**config.mk**
```make
export PLATFORM = sky130hd
export DESIGN_NAME = hidc_ctrl
export DESIGN_NICKNAME = d
export VERILOG_FILES = /design/src/sv/hidc_pkg.sv /design/src/sv/hidc_ctrl.sv
export SDC_FILE = /design/constraint.sdc
export NUM_CORES = 1
export LEC_CHECK = 0
export ABC_AREA = 1
export BUFFER_PORTS_ARGS = -buffer_cell sky130_fd_sc_hd__buf_2
export CAP_MARGIN = 40
export CORE_UTILIZATION = 52
export DETAILED_ROUTE_END_ITERATION = 6
export PLACE_DENSITY = 0.77
export SLEW_MARGIN = 20
export SYNTH_ARGS = -nofsm -noshare
export SYNTH_HDL_FRONTEND = slang
export SYNTH_SLANG_ARGS = --single-unit
```
**constraint.sdc**
```tcl
create_clock -name clk -period 1.6 [get_ports clk]
set_clock_uncertainty 0.1 [all_clocks]
set_input_delay 0.32 -clock clk [delete_from_list [all_inputs] [get_ports clk]]
set_output_delay 0.32 -clock clk [all_outputs]
set_load 0.02 [all_outputs]
```
**src/sv/hidc_pkg.sv**
```systemverilog
// Shared types, constants and Q31.16 helper functions of the heat input controller.
// No dependencies; used by the datapath, the sequencer and the arithmetic units.

package hidc_pkg;

	localparam int DATA_W = 48;
	localparam int MAG_W  = 83;
	localparam int PROD_W = 96;
	localparam int DEN_W  = 94;

	typedef logic signed [DATA_W-1:0] q_t;

	localparam q_t MAX_Q = 48'sh7FFF_FFFF_FFFF;
	localparam q_t MIN_Q = 48'sh8000_0000_0000;

	// configuration register indexes
	typedef enum logic [2:0] {
		REG_TEMP_THRESHOLD,
		REG_REDUCE_MODE,
		REG_LOOP_GAIN,
		REG_HEAT_BASE,
		REG_HEAT_FLOOR,
		REG_HEAT_CEILING,
		REG_RAMP_LIMIT,
		REG_TEMP_CEILING
	} cfg_reg_t;

	typedef enum logic [3:0] {
		CMD_NONE,
		CMD_MUL_ERR,
		CMD_TAKE_P,
		CMD_LIN,
		CMD_MUL_SCALE,
		CMD_CLAMP,
		CMD_MUL_DQ,
		CMD_SLEW,
		CMD_MUL_D,
		CMD_DIV,
		CMD_FIN
	} cmd_t;

	typedef struct packed {
		logic present;
		logic above;
		logic linear;
		logic slew_on;
		logic flux_pos;
		logic mul_done;
		logic div_done;
		logic out_free;
	} stat_t;

	function automatic logic [DATA_W-1:0] mag48(input q_t v);
		logic [DATA_W-1:0] u;
		u = v;
		return v[DATA_W-1] ? (48'd0 - u) : u;
	endfunction

	// fold a 49-bit signed sum back into 48 bits
	function automatic q_t sat49(input logic signed [DATA_W:0] v);
		q_t r;
		if (v[DATA_W] != v[DATA_W-1]) begin
			r = v[DATA_W] ? MIN_Q : MAX_Q;
		end else begin
			r = v[DATA_W-1:0];
		end
		return r;
	endfunction

	// lower bound first, so crossed bounds give the upper one
	function automatic q_t clamp48(input q_t x, input q_t lo, input q_t hi);
		q_t r;
		r = x;
		if (r < lo) r = lo;
		if (r > hi) r = hi;
		return r;
	endfunction

	// apply a sign to a magnitude and saturate
	function automatic q_t sat_mag(input logic [MAG_W-1:0] m, input logic neg);
		q_t r;
		if (neg) begin
			if (m > 83'h8000_0000_0000) r = MIN_Q;
			else r = $signed(48'd0 - m[DATA_W-1:0]);
		end else begin
			if (m > 83'h7FFF_FFFF_FFFF) r = MAX_Q;
			else r = $signed(m[DATA_W-1:0]);
		end
		return r;
	endfunction

endpackage

```
**src/sv/hidc_ctrl.sv**
```systemverilog
// Sequencer: walks one item through the heat law, slew limit and inlet division,
// issuing at most one datapath command a cycle. Uses hidc_pkg for commands and status.

module hidc_ctrl (
	input  logic            clk,
	input  logic            arst_n,
	input  logic            in_valid,
	output logic            in_stall,
	input  hidc_pkg::stat_t st,
	output hidc_pkg::cmd_t  cmd
);

	typedef enum logic [3:0] {
		ST_IDLE,
		ST_CHK,
		ST_MUL_P,
		ST_TAKE_P,
		ST_SCALE_MUL,
		ST_TAKE_F,
		ST_Q_DONE,
		ST_DQ_MUL,
		ST_TAKE_DQ,
		ST_POST,
		ST_D_MUL,
		ST_DIV,
		ST_FIN,
		ST_DONE
	} state_t;

	state_t         state_q;
	hidc_pkg::cmd_t cmd_q;

	always_ff @(posedge clk or negedge arst_n) begin
		if (!arst_n) begin
			state_q <= ST_IDLE;
			cmd_q   <= hidc_pkg::CMD_NONE;
		end else begin
			cmd_q <= hidc_pkg::CMD_NONE;
			case (state_q)
				ST_IDLE: begin
					if (in_valid) state_q <= ST_CHK;
				end
				ST_CHK: begin
					if (st.present && st.above) begin
						cmd_q   <= hidc_pkg::CMD_MUL_ERR;
						state_q <= ST_MUL_P;
					end else if (st.present && st.slew_on) begin
						cmd_q   <= hidc_pkg::CMD_MUL_DQ;
						state_q <= ST_DQ_MUL;
					end else if (st.flux_pos) begin
						cmd_q   <= hidc_pkg::CMD_MUL_D;
						state_q <= ST_D_MUL;
					end else begin
						state_q <= ST_FIN;
					end
				end
				ST_MUL_P: begin
					if (st.mul_done) begin
						cmd_q   <= hidc_pkg::CMD_TAKE_P;
						state_q <= ST_TAKE_P;
					end
				end
				ST_TAKE_P: begin
					if (st.linear) begin
						cmd_q   <= hidc_pkg::CMD_LIN;
						state_q <= ST_Q_DONE;
					end else begin
						cmd_q   <= hidc_pkg::CMD_MUL_SCALE;
						state_q <= ST_SCALE_MUL;
					end
				end
				ST_SCALE_MUL: begin
					if (st.mul_done) begin
						cmd_q   <= hidc_pkg::CMD_TAKE_P;
						state_q <= ST_TAKE_F;
					end
				end
				ST_TAKE_F: begin
					cmd_q   <= hidc_pkg::CMD_CLAMP;
					state_q <= ST_Q_DONE;
				end
				ST_Q_DONE: begin
					if (st.slew_on) begin
						cmd_q   <= hidc_pkg::CMD_MUL_DQ;
						state_q <= ST_DQ_MUL;
					end else if (st.flux_pos) begin
						cmd_q   <= hidc_pkg::CMD_MUL_D;
						state_q <= ST_D_MUL;
					end else begin
						state_q <= ST_FIN;
					end
				end
				ST_DQ_MUL: begin
					if (st.mul_done) begin
						cmd_q   <= hidc_pkg::CMD_TAKE_P;
						state_q <= ST_TAKE_DQ;
					end
				end
				ST_TAKE_DQ: begin
					cmd_q   <= hidc_pkg::CMD_SLEW;
					state_q <= ST_POST;
				end
				ST_POST: begin
					if (st.flux_pos) begin
						cmd_q   <= hidc_pkg::CMD_MUL_D;
						state_q <= ST_D_MUL;
					end else begin
						state_q <= ST_FIN;
					end
				end
				ST_D_MUL: begin
					if (st.mul_done) begin
						cmd_q   <= hidc_pkg::CMD_DIV;
						state_q <= ST_DIV;
					end
				end
				ST_DIV: begin
					if (st.div_done) state_q <= ST_FIN;
				end
				ST_FIN: begin
					// hold until the result register is free
					if (st.out_free) begin
						cmd_q   <= hidc_pkg::CMD_FIN;
						state_q <= ST_DONE;
					end
				end
				ST_DONE: begin
					state_q <= ST_IDLE;
				end
				default: begin
					state_q <= ST_IDLE;
				end
			endcase
		end
	end

	assign in_stall = (state_q != ST_IDLE);
	assign cmd      = cmd_q;

`ifndef SYNTHESIS
	a_mul_done_waited: assert property (@(posedge clk) disable iff (!arst_n)
		st.mul_done |-> (state_q == ST_MUL_P || state_q == ST_SCALE_MUL
			|| state_q == ST_DQ_MUL || state_q == ST_D_MUL))
		else $error("multiplier finished outside a wait state");
	a_div_done_waited: assert property (@(posedge clk) disable iff (!arst_n)
		st.div_done |-> (state_q == ST_DIV))
		else $error("divider finished outside its wait state");
	a_fin_free: assert property (@(posedge clk) disable iff (!arst_n)
		(cmd_q == hidc_pkg::CMD_FIN) |-> st.out_free)
		else $error("result written over one not yet transferred");
`endif

endmodule

```
==> reports/results.env, run 1 <==
TIMING.FINAL.CRIT_SHARE_PCT=97.6
CRIT-REG2REG-CAPTURE='state_q[2]'
SYN_INST=125
CTS_TREE='done'
DIE_Y_UM=39.4
HOLD-WORST-SLACK_NS=0.199
IO_PINS=16
CRITPATHLAUNCHTYPE='flop'
SLEW_VIOLATIONS=0
NETLIST_AREA_SQ_UM=728
SEQUENTIAL_CELL_AREA_SQ_UM=204
CRITICAL_PATH.STARTPOINT='state_q[3]'
YOSYSMOSTFREQUENTCELL='nand2_1'
WL_PER_CELL_UM=11.3
POST_SYNTH_EDFFS=0
STARTING_DENSITY_OF_THE_CORE_PCT=56.0
FIRST_GLOBAL_VIAS=732
CRIT_FANOUT=6
SYNTH.TOP_CELLS.BY_COUNT='nand2_1 (52), nor2_1 (16), nand3_1 (10)'
YOSYS_WARNINGS=0
INSERTION_DELAY_NS=0.25
RUN_STATUS='completed'
CTS-HTREE-LEVELS=1
FINAL.MIN_CLOCK_PERIOD_NS=1.56
RSZ0062_AT_GRT='true'
TIMING.HOLD.WORST.CLASS='input pin to flop'
COMBINATIONAL_FRACTION_OF_DESIGN_POWER_PCT=65.7
CTS.CLK_SLEW.WORST_PATHS_NS=0.06
DETAILEDROUTE.FIRSTITERATIONVIOLATIONS=42
GLOBALROUTE.TOTALOVERFLOW=0
AREA_GROWTH_PCT=20.6
CRITICAL_PATH_REQUIRED_NS=1.18
POST-DP-HPWL_MM=1.42
CRITICAL_PATH_ARRIVAL_NS=1.14
GRT_PASS1_WL_MM=2.99
HOLD_VIOLATIONS=0
ANTENNA_CELLS=0
TIGHTESTPINTRANSITION_NS=0.279
CLOCK_SINK_COUNT=8
FINAL-SETUP-VIOL-COUNT=0
POWER.SWITCHING_uW=916
NUMBER_OF_VIAS_IN_THE_ROUTED_LAYOUT=826
CORE_SQ_UM=1300
SLEW-LIMIT-HEADROOM_PCT=81.4
DRT_FIRST_PASS_ITERS=4
REG2REG_FROM='state_q[3]'
POST-SYNTH-TOP-AREA-CELL='dfrtp_1'
SYNTH_CELL_TYPES=16
ANTENNA_FOUND_INITIAL=0
CLOCKBUFFERDEPTH=2
N_FILL_CELL=117
WORSTREGTOREGCELLS=9
SWITCHING_SHARE_PCT=53.7
POWER_FRAC_CLOCK_PCT=9.0
SYNTH_AREA_PER_CELL_SQ_UM=5.83
FIN_TNS_SETUP_NS=0
VDD_DROP_MAX_mV=0.905
YS_TOP_CELLS_BY_AREA='dfrtp_1 (27%), nand2_1 (27%), nor2_1 (8.2%)'
CLOCK.FMAX_GHz=0.641
RRSETUPSLACK_NS=0.08
VIA_COUNT_NORMALIZED_BY_INSTANCE_COUNT=5.16
GP_ROUTABILITY_CONGESTION=0.950
FLOORPLAN.DIE_AREA_SQ_UM=1550
NUM-NETS-FINAL=158
INTERNAL-POWER_uW=790
CRIT_TYPE='flop to primary output'
CRITPATHCAPTURE='in_stall'
GRT_MAX_DEGREE=9
CRIT_PATH_END_KIND='primary output'
PORT_BUFFERS=15
YS_FF_LATCH=8
POST_ROUTE_CELLS_DRIVE_ABOVE_1_SHARE_PCT=28.3
ASYNC_FLOP_SHARE_PCT=100
LEAKAGEPOWER_uW=0.000507
DETAIL-ROUTE-ANTENNA-NETS=0
MULTI_INPUT_AREA_SQ_UM=473
MAX-CAP-VIOLATIONS=0
SYNTH_TOP_CELL_AREA_SHARE_PCT=27.5
DRT_WL_TOTAL_MM=1.81
GLOBALROUTETOTALUTIL_PCT=28.2
SYNTH_TOP_FLOP_CELL='dfrtp_1'
CTS_INSERTED_BUFFERS=3
DRCVIOLATIONCOUNT=0
SYNTH_SEQ_AREA_SHARE_PCT=27.5
PWR_DENSITY_CELL_nW_PER_UM2=1940
DIEWIDTH_UM=39.4
SYNTH_FP_NETS=136
STD_CELL_ROWS=13
ROOT_BUFFER='clkbuf_4'
SEQUENTIAL_SHARE_OF_POWER_PCT=25.3
registers in the layout, indices dropped and copies added, names as in the netlist:
name,cells
cmd,4
state_q,4
worst min path at each step:
| stage | startpoint | to | slack [ns] | cells after the start |
|---|---|---|---|---|
| CTS | st[5] | cmd[2] | 0.19 | 2 |
| global placement | arst_n | cmd[2] | 0.06 | 1 |
| detailed placement | arst_n | cmd[2] | 0.07 | 1 |
| floorplan | arst_n | cmd[0] | -0.08 | 0 |
| global route | st[5] | cmd[2] | 0.18 | 2 |
| finish | st[5] | cmd[2] | 0.20 | 2 |
power groups by stage:
stage / logic (uW) / clock network, uW / registers, uW
6_report: 1120 / 154 / 432
5_1_grt: 1260 / 175 / 446
4_1_cts: 1110 / 157 / 421
2_1_floorplan: 804 / 0 / 408
3_3_place_gp: 1060 / 0 / 399
3_5_place_dp: 1070 / 0 / 399
cell usage in the layout, fill, tap and decap left out, types with 3 or more instances in the layout:
cell and n:
nand2_2 3, nand4_1 3, inv_2 6, dfrtp_1 5
buf_4 3, nand3_1 10, buf_2 15, o21ai_0 6
nor2_4 5, inv_1 8, nor2_1 15, clkbuf_4 3
nand2_1 52, dfrtp_2 3
through the flow:
stage                     util (%)  total power (uW)  instances  setup WS, ns  area [sq um]
after global placement        63.2              1460        155         0.121           822
after CTS                     67.2              1690        160        0.0246           875
after floorplan                  -              1210        125         0.258           728
after detailed placement      63.2              1470        155         0.115           822
after global routing          67.5              1880        160      -0.00707           878
final                         67.5              1710        160        0.0391           878
worst max-delay path: stages, from the launching register on:
cell,delay [ns]
dfrtp_2,0.46
nor2_4,0.17
nand2_1,0.08
buf_2,0.16
logic make-up after synthesis:
family / Yosys count / synth area share, %
AOI/OAI and AO/OA: 9 / 6.53
buffers and inverters: 16 / 9.28
DFF: 8 / 27.5
and+or+nand+nor: 92 / 56.7
what timing repair did:
action	4_1_cts	5_1_grt
pin swaps	1	1
setup endpoints to repair	1	5
hold endpoints to repair	8	0
hold buffers	1	0
buffers inserted	1	0
resized for setup	3	3
final cells by class:
cell class / count / share of cell area, %
Multi-Input combinational cell: 101 / 53.8
Sequential cell: 8 / 23.2
Timing Repair Buffer: 19 / 12.3
Inverter: 14 / 5.98
Clock buffer: 3 / 2.56
Tap cell: 15 / 2.14
routing by layer:
metal / track usage, % / part of all wire [%]
met5: 0 / 0
met4: 13.8 / 0
met3: 3.41 / 4.7
met2: 43.0 / 49
met1: 38.3 / 47
(Power assumes the default switching activity.)
==> run 2: changes to the inputs <==
- ABC_AREA: 1 -> unset
==> run 2 against run 1 <==
The flow now finishes with violations (DRC, setup timing). Sequential cell count stayed put. Die area is 1.6% lower. Register-to-register slack worse by 0.19 ns. Combinational power is 47% higher. Worst hold slack better by 0.046 ns. Area after synthesis is 1.7% lower. Via count is 7.5% higher. Critical path type unchanged. Worst setup slack worse by 0.18 ns.
==> reports/results.env, run 2 <==
RUN_STATUS='complete, but fails checks'
FAILED_CHECKS='DRC, setup timing'
DIEWIDTH_UM=39.1
LEAKAGEPOWER_uW=0.000442
POWER.SWITCHING_uW=1010
HOLD_VIOLATIONS=0
SEQUENTIAL_SHARE_OF_POWER_PCT=16.9
ANTENNA_FOUND_INITIAL=0
YOSYS_WARNINGS=0
ROUTED.TOP_LAYER='met4'
DETAIL-ROUTE-ANTENNA-NETS=0
CP_NUM_BUF_INV=3
NUMBER_OF_VIAS_IN_THE_ROUTED_LAYOUT=888
VDD_DROP_MAX_mV=1.12
FINAL-SETUP-VIOL-COUNT=5
ASYNC_FLOP_SHARE_PCT=100
CLOCK.FMAX_GHz=0.574
ANTENNA_CELLS=0
CLOCKBUFFERDEPTH=2
STARTING_DENSITY_OF_THE_CORE_PCT=55.7
SYN_INST=92
YOSYSMOSTFREQUENTCELL='a21oi_1'
PORT_BUFFERS=15
CRITICAL_PATH_ARRIVAL_NS=1.32
CLOCK_SINK_COUNT=8
CRITPATHLAUNCHTYPE='flop'
GLOBALROUTE.TOTALOVERFLOW=0
WORST_PATH_LARGEST_CELL_DELAY_NS=0.38
TOP_CELL_FAMILY_BY_DELAY_ON_THE_CRITICAL_PATH='flip-flops'
TIMING.FINAL.CRIT_SHARE_PCT=109
SYNTH.TOP_CELLS.BY_COUNT='a21oi_1 (9), dfrtp_1 (8), nand2_1 (8)'
FINAL_COMMON_CELL='buf_4'
POST-SYNTH-TOP-AREA-CELL='dfrtp_1'
ROOT_BUFFER='clkbuf_4'
MOST-COMMON-LAYOUT-CELLS='buf_4 (18), buf_2 (14), nand2_1 (7), a21oi_1 (7), dfrtp_1 (7)'
NETLIST_AREA_SQ_UM=716
CTS_TREE='done'
MAX-CAP-VIOLATIONS=0
POST_SYNTH_EDFFS=0
MET2ROUTEDLENGTH_MM=1.09
GLOBALROUTETOTALUTIL_PCT=33.1
SYNTH_TOP_FLOP_CELL='dfrtp_1'
CRIT_PATH_END_KIND='primary output'
FLOORPLAN.DIE_AREA_SQ_UM=1530
SLEW-LIMIT-HEADROOM_PCT=70.7
SYNTH_CELL_TYPES=37
FINAL.MIN_CLOCK_PERIOD_NS=1.74
RSZ0062_AT_GRT='true'
STD_CELL_ROWS=13
WORST_PATH_MAX_DELAY_CELL='dfrtp_1'
INSERTION_DELAY_NS=0.25
COMBINATIONAL_FRACTION_OF_DESIGN_POWER_PCT=76.2
CORE_SQ_UM=1280
DETAILEDROUTE.FIRSTITERATIONVIOLATIONS=46
SYNTH_AREA_PER_CELL_SQ_UM=7.78
DRT_WL_TOTAL_MM=2.33
SYNTH_TOP_CELL_AREA_SHARE_PCT=28.0
POWER_FRAC_CLOCK_PCT=6.9
YS_FF_LATCH=8
CRITPATHMOSTFREQUENTCELL='buf_6'
MET1WIRELENGTH_UM=974
POST-DP-HPWL_MM=1.56
SLEW_VIOLATIONS=0
FIRST_GLOBAL_VIAS=760
POST_ROUTE_CELLS_DRIVE_ABOVE_1_SHARE_PCT=41.1
VIA_COUNT_NORMALIZED_BY_INSTANCE_COUNT=6.39
CRITICAL_PATH_REQUIRED_NS=1.18
SYNTH_FP_NETS=103
CTS_INSERTED_BUFFERS=3
N_FILL_CELL=81
NUM-NETS-FINAL=137
POST_DP_CELL_AREA_SQ_UM=885
AREA_GROWTH_PCT=42.1
GRT_PASS1_WL_MM=3.31
TIGHTESTPINTRANSITION_NS=0.439
DIE_Y_UM=39.1
FIN_AREA_SQ_UM=1020
GRT_MAX_DEGREE=11
FINALNONFILLERCELLS=139
INTERNAL-POWER_uW=1150
IO_PINS=16
GP_ROUTABILITY_CONGESTION=0.969
YS_TOP_CELLS_BY_AREA='dfrtp_1 (28%), a21oi_1 (6.3%), o21ai_0 (4.2%)'
DRT_FIRST_PASS_ITERS=6
WL_PER_CELL_UM=16.7
TIMING.HOLD.WORST.CLASS='input pin to flop'
CRIT_PATH_CELL_TRACE='buf_6 > inv_4 > nand2_2 > or3_4 > buf_6'
CTS-HTREE-LEVELS=1
SWITCHING_SHARE_PCT=46.9
POST-ROUTE-WORST-SETUP-SLACK_NS=-0.142
MET3WIRELENGTH_UM=169
CRIT_TYPE='flop to primary output'
DRCVIOLATIONCOUNT=2
CTS.CLK_SLEW.WORST_PATHS_NS=0.05
SYNTH_SEQ_AREA_SHARE_PCT=28.0
CRIT_FANOUT=5
PLACE.DETAILED.INSTANCES=130
PWR_DENSITY_CELL_nW_PER_UM2=2120
==> run 2: cell count changes in the layout (fill, tap and decap cells not counted), moves of 4 or more <==
cell     previous run  this run
buf_4               3        18
inv_1               8         3
nand3_1            10         3
inv_2               6         0
nor2_4              5         0
nor2b_1             0         4
nand2_1            52         7
a21oi_1             2         7
nor2_1             15         5
o21ai_1             0         5
==> run 2: what timing repair did <==
item / in CTS / in global routing
hold buffers: 1 / 0
gates resized for setup: 10 / 10
hold endpoints to repair: 8 / 0
setup endpoints to repair: 5 / 7
buffers inserted: 5 / 0
pin swaps: 6 / 3
==> run 2: worst paths after layout <==
check                      cells after the start  startpoint  slack (ns)         end
setup / recovery                               5  state_q[2]       -0.14    in_stall
hold / removal                                 2       st[3]        0.25      cmd[3]
setup reg to reg                               6  state_q[2]       -0.11  state_q[1]
hold reg to reg                                2  state_q[0]        0.59  state_q[0]
max in group asynchronous                      2      arst_n        0.89  state_q[3]
min in group asynchronous                      2      arst_n        0.33      cmd[1]
==> run 2: per-layer routing <==
layer	up-vias	GRT usage (%)
li1	406	-
met1	414	43.2
met2	56	52.9
met3	12	3.47
met4	0	17.2
met5	-	0
==> run 2: area by class of cell <==
cell class | instances | area [sq um] | area share, %
Timing Repair Buffer | 36 | 249 | 24.5
Inverter | 4 | 17.5 | 1.72
Tap cell | 15 | 18.8 | 1.85
Multi-Input combinational cell | 73 | 508 | 49.9
Clock buffer | 3 | 22.5 | 2.21
Sequential cell | 8 | 201 | 19.8
==> run 2: power by group through the flow <==
stage          logic [uW]  clock network (uW)  registers [uW]
3_5_place_dp         1320                   0             360
4_1_cts              1490                 157             356
3_3_place_gp         1290                   0             353
6_report             1650                 148             365
5_1_grt              1750                 160             368
2_1_floorplan         836                   0             378
==> run 2: cell families (layout without fill, tap and decap cells) <==
group	after synthesis	in the layout	share of synthesized area [%]
XOR/XNOR	1	1	1.22
buffers and inverters	11	43	7.34
AND/OR/NAND/NOR	35	35	26.8
AO/OA/AOI/OAI	37	37	36.7
flip-flops	8	8	28.0
==> run 2: through the flow <==
step / util [%] / hold WS [ns] / setup slack [ns] / power (uW) / TNS [ns]
finish: 79.2 / 0.245 / -0.142 / 2160 / -0.506
CTS: 76.4 / 0.230 / -0.158 / 2000 / -0.495
detailed placement: 68.8 / 0.0648 / -0.0124 / 1680 / -0.0217
floorplan: - / -0.0756 / 0.0161 / 1210 / 0
global route: 79.2 / 0.256 / -0.180 / 2280 / -0.807
global placement: 68.8 / 0.0628 / 0.00485 / 1640 / 0
==> run 3: changes to the inputs <==
- MAX_ROUTING_LAYER: unset -> met4
==> run 3 against run 2 <==
The flow still finishes with violations (DRC, setup timing). Sequential cell count is the same. Total power is essentially flat. Worst hold slack is essentially flat. Utilization is the same. Final area is the same. Sequential share of layout area is the same. Critical path depth shrank 2. Sequential power shrank 1%. Clock power is essentially flat. Wire length shrank 0.73%. Critical path type unchanged. Highest routed layer unchanged.
==> reports/results.env, run 3 (same netlist as run 2, synthesis figures left out) <==
RUN_STATUS='complete, but fails checks'
CRIT_PATH_END_KIND='primary output'
CRIT_PATH_CELL_TRACE='buf_4 > or3_4 > buf_6'
GLOBALROUTETOTALUTIL_PCT=33.8
DIEWIDTH_UM=39.1
POST-DP-HPWL_MM=1.56
NUMBER_OF_VIAS_IN_THE_ROUTED_LAYOUT=859
P_TOTAL_uW=2160
CLOCK.FMAX_GHz=0.574
TIMING.HOLD.WORST_PATH_DEPTH=2
CTS-HTREE-LEVELS=1
TIMING.FINAL.CRIT_SHARE_PCT=109
WORSTREGTOREGCELLS=6
STARTING_DENSITY_OF_THE_CORE_PCT=55.7
WORST_PATH_MAX_DELAY_CELL='dfrtp_1'
CORE_OCCUPANCY_IN_THE_FINISHED_LAYOUT_PCT=79.2
WHS_ENDPOINT='cmd[3]'
LEAKAGEPOWER_uW=0.000442
ANTENNA_CELLS=0
CTS_TREE='done'
CRIT-REG2REG-CAPTURE='state_q[1]'
TIGHTESTPINTRANSITION_NS=0.444
DETAIL-ROUTE-ANTENNA-NETS=0
FINAL_COMMON_CELL='buf_4'
RRSETUPSLACK_NS=-0.11
HOLD-WORST-SLACK_NS=0.245
CRIT_TYPE='flop to primary output'
INSERTION_DELAY_NS=0.25
CLOCK_SINK_COUNT=8
MULTI_INPUT_AREA_SQ_UM=508
STD_CELL_ROWS=13
DRT_WL_TOTAL_MM=2.31
MAX-CAP-VIOLATIONS=0
DETAILEDROUTE.FIRSTITERATIONVIOLATIONS=48
FAILED_CHECKS='DRC, setup timing'
N_FILL_CELL=81
NUM-NETS-FINAL=137
GLOBALROUTE.TOTALOVERFLOW=0
CTS_INSERTED_BUFFERS=3
FINAL.MIN_CLOCK_PERIOD_NS=1.74
CRITICAL_PATH_REQUIRED_NS=1.18
GRT_MAX_DEGREE=11
HP-START='st[3]'
IO_PINS=16
CRITICAL_PATH_ARRIVAL_NS=1.32
SLEW-LIMIT-HEADROOM_PCT=70.3
ANTENNA_FOUND_INITIAL=0
PWR_DENSITY_CELL_nW_PER_UM2=2120
VDD_DROP_MAX_mV=1.12
FIRST_GLOBAL_VIAS=761
FLOORPLAN.DIE_AREA_SQ_UM=1530
POST-ROUTE-WORST-SETUP-SLACK_NS=-0.142
DIE_Y_UM=39.1
CLOCKBUFFERDEPTH=2
MOST-COMMON-LAYOUT-CELLS='buf_4 (18), buf_2 (14), nand2_1 (7), a21oi_1 (7), dfrtp_1 (7)'
DRCVIOLATIONCOUNT=2
CTS.CLK_SLEW.WORST_PATHS_NS=0.05
CRIT_FANOUT=5
WL_PER_CELL_UM=16.6
HOLD_VIOLATIONS=0
CRITPATHLAUNCHTYPE='flop'
AREA_GROWTH_PCT=42.1
GRT_PASS1_WL_MM=3.30
POST_ROUTE_CELLS_DRIVE_ABOVE_1_SHARE_PCT=41.1
PORT_BUFFERS=15
DRT_FIRST_PASS_ITERS=6
FINAL-SETUP-VIOL-COUNT=5
WORST_PATH_LARGEST_CELL_DELAY_NS=0.40
CORE_SQ_UM=1280
SLEW_VIOLATIONS=0
GP_ROUTABILITY_CONGESTION=0.987
TIMING.HOLD.WORST.CLASS='input pin to flop'
ROOT_BUFFER='clkbuf_4'
VIA_COUNT_NORMALIZED_BY_INSTANCE_COUNT=6.18
REG2REG_FROM='state_q[2]'
RSZ0062_AT_GRT='true'
SEQUENTIAL_CELL_AREA_SQ_UM=201
## run 3: how the worst max path moves through the flow
stage	from	end	slack [ns]	depth (start not counted)
after global placement	state_q[1]	state_q[0]	0.005	5
after global routing	state_q[2]	in_stall	-0.18	5
after floorplan	state_q[2]	state_q[0]	0.02	6
final	state_q[0]	in_stall	-0.14	3
after detailed placement	state_q[1]	state_q[0]	-0.01	5
after CTS	state_q[3]	in_stall	-0.16	4
## run 3: worst max-delay path, delay by kind of cell (launching register included)
| family | cells | cell delay [ns] |
|---|---|---|
| and+or+nand+nor | 1 | 0.36 |
| buffers and inverters | 2 | 0.31 |
| DFF | 1 | 0.40 |
## run 3: power breakdown
part / internal [uW] / switching, uW / leakage, uW
Combinational: 764 / 886 / 0.000329
Clock: 85.4 / 62.3 / 0.0000138
Sequential: 298 / 63.1 / 0.0000992
## run 3: per-layer routing
metal / GRT usage, % / vias up / part of all wire [%]
met4: 17.2 / 0 / 2.8
met2: 52.9 / 36 / 48
met3: 3.47 / 6 / 4.9
met1: 42.8 / 410 / 44
li1: - / 407 / -
met5: - / - / 0
## run 3: what timing repair did
action,CTS,global route
pin swaps,6,3
hold buffers,1,0
buffers inserted,5,0
gates resized for setup,10,10
setup endpoints to repair,5,7
hold endpoints to repair,8,0
## run 3: area by class of cell
class | count | area share [%]
clock buffers | 3 | 2.21
repair buffers | 36 | 24.5
well taps | 15 | 1.85
multi-input cells | 73 | 49.9
flip-flops and latches | 8 | 19.8
inverters | 4 | 1.72
## run 3: through the flow
step | worst slack [ns] | TNS, ns | area (sq um) | std cells
after global placement | 0.00485 | 0 | 885 | 130
after global routing | -0.180 | -0.807 | 1020 | 139
final | -0.142 | -0.509 | 1020 | 139
after CTS | -0.158 | -0.495 | 982 | 139
after floorplan | 0.0161 | 0 | 716 | 92
after detailed placement | -0.0124 | -0.0217 | 885 | 130
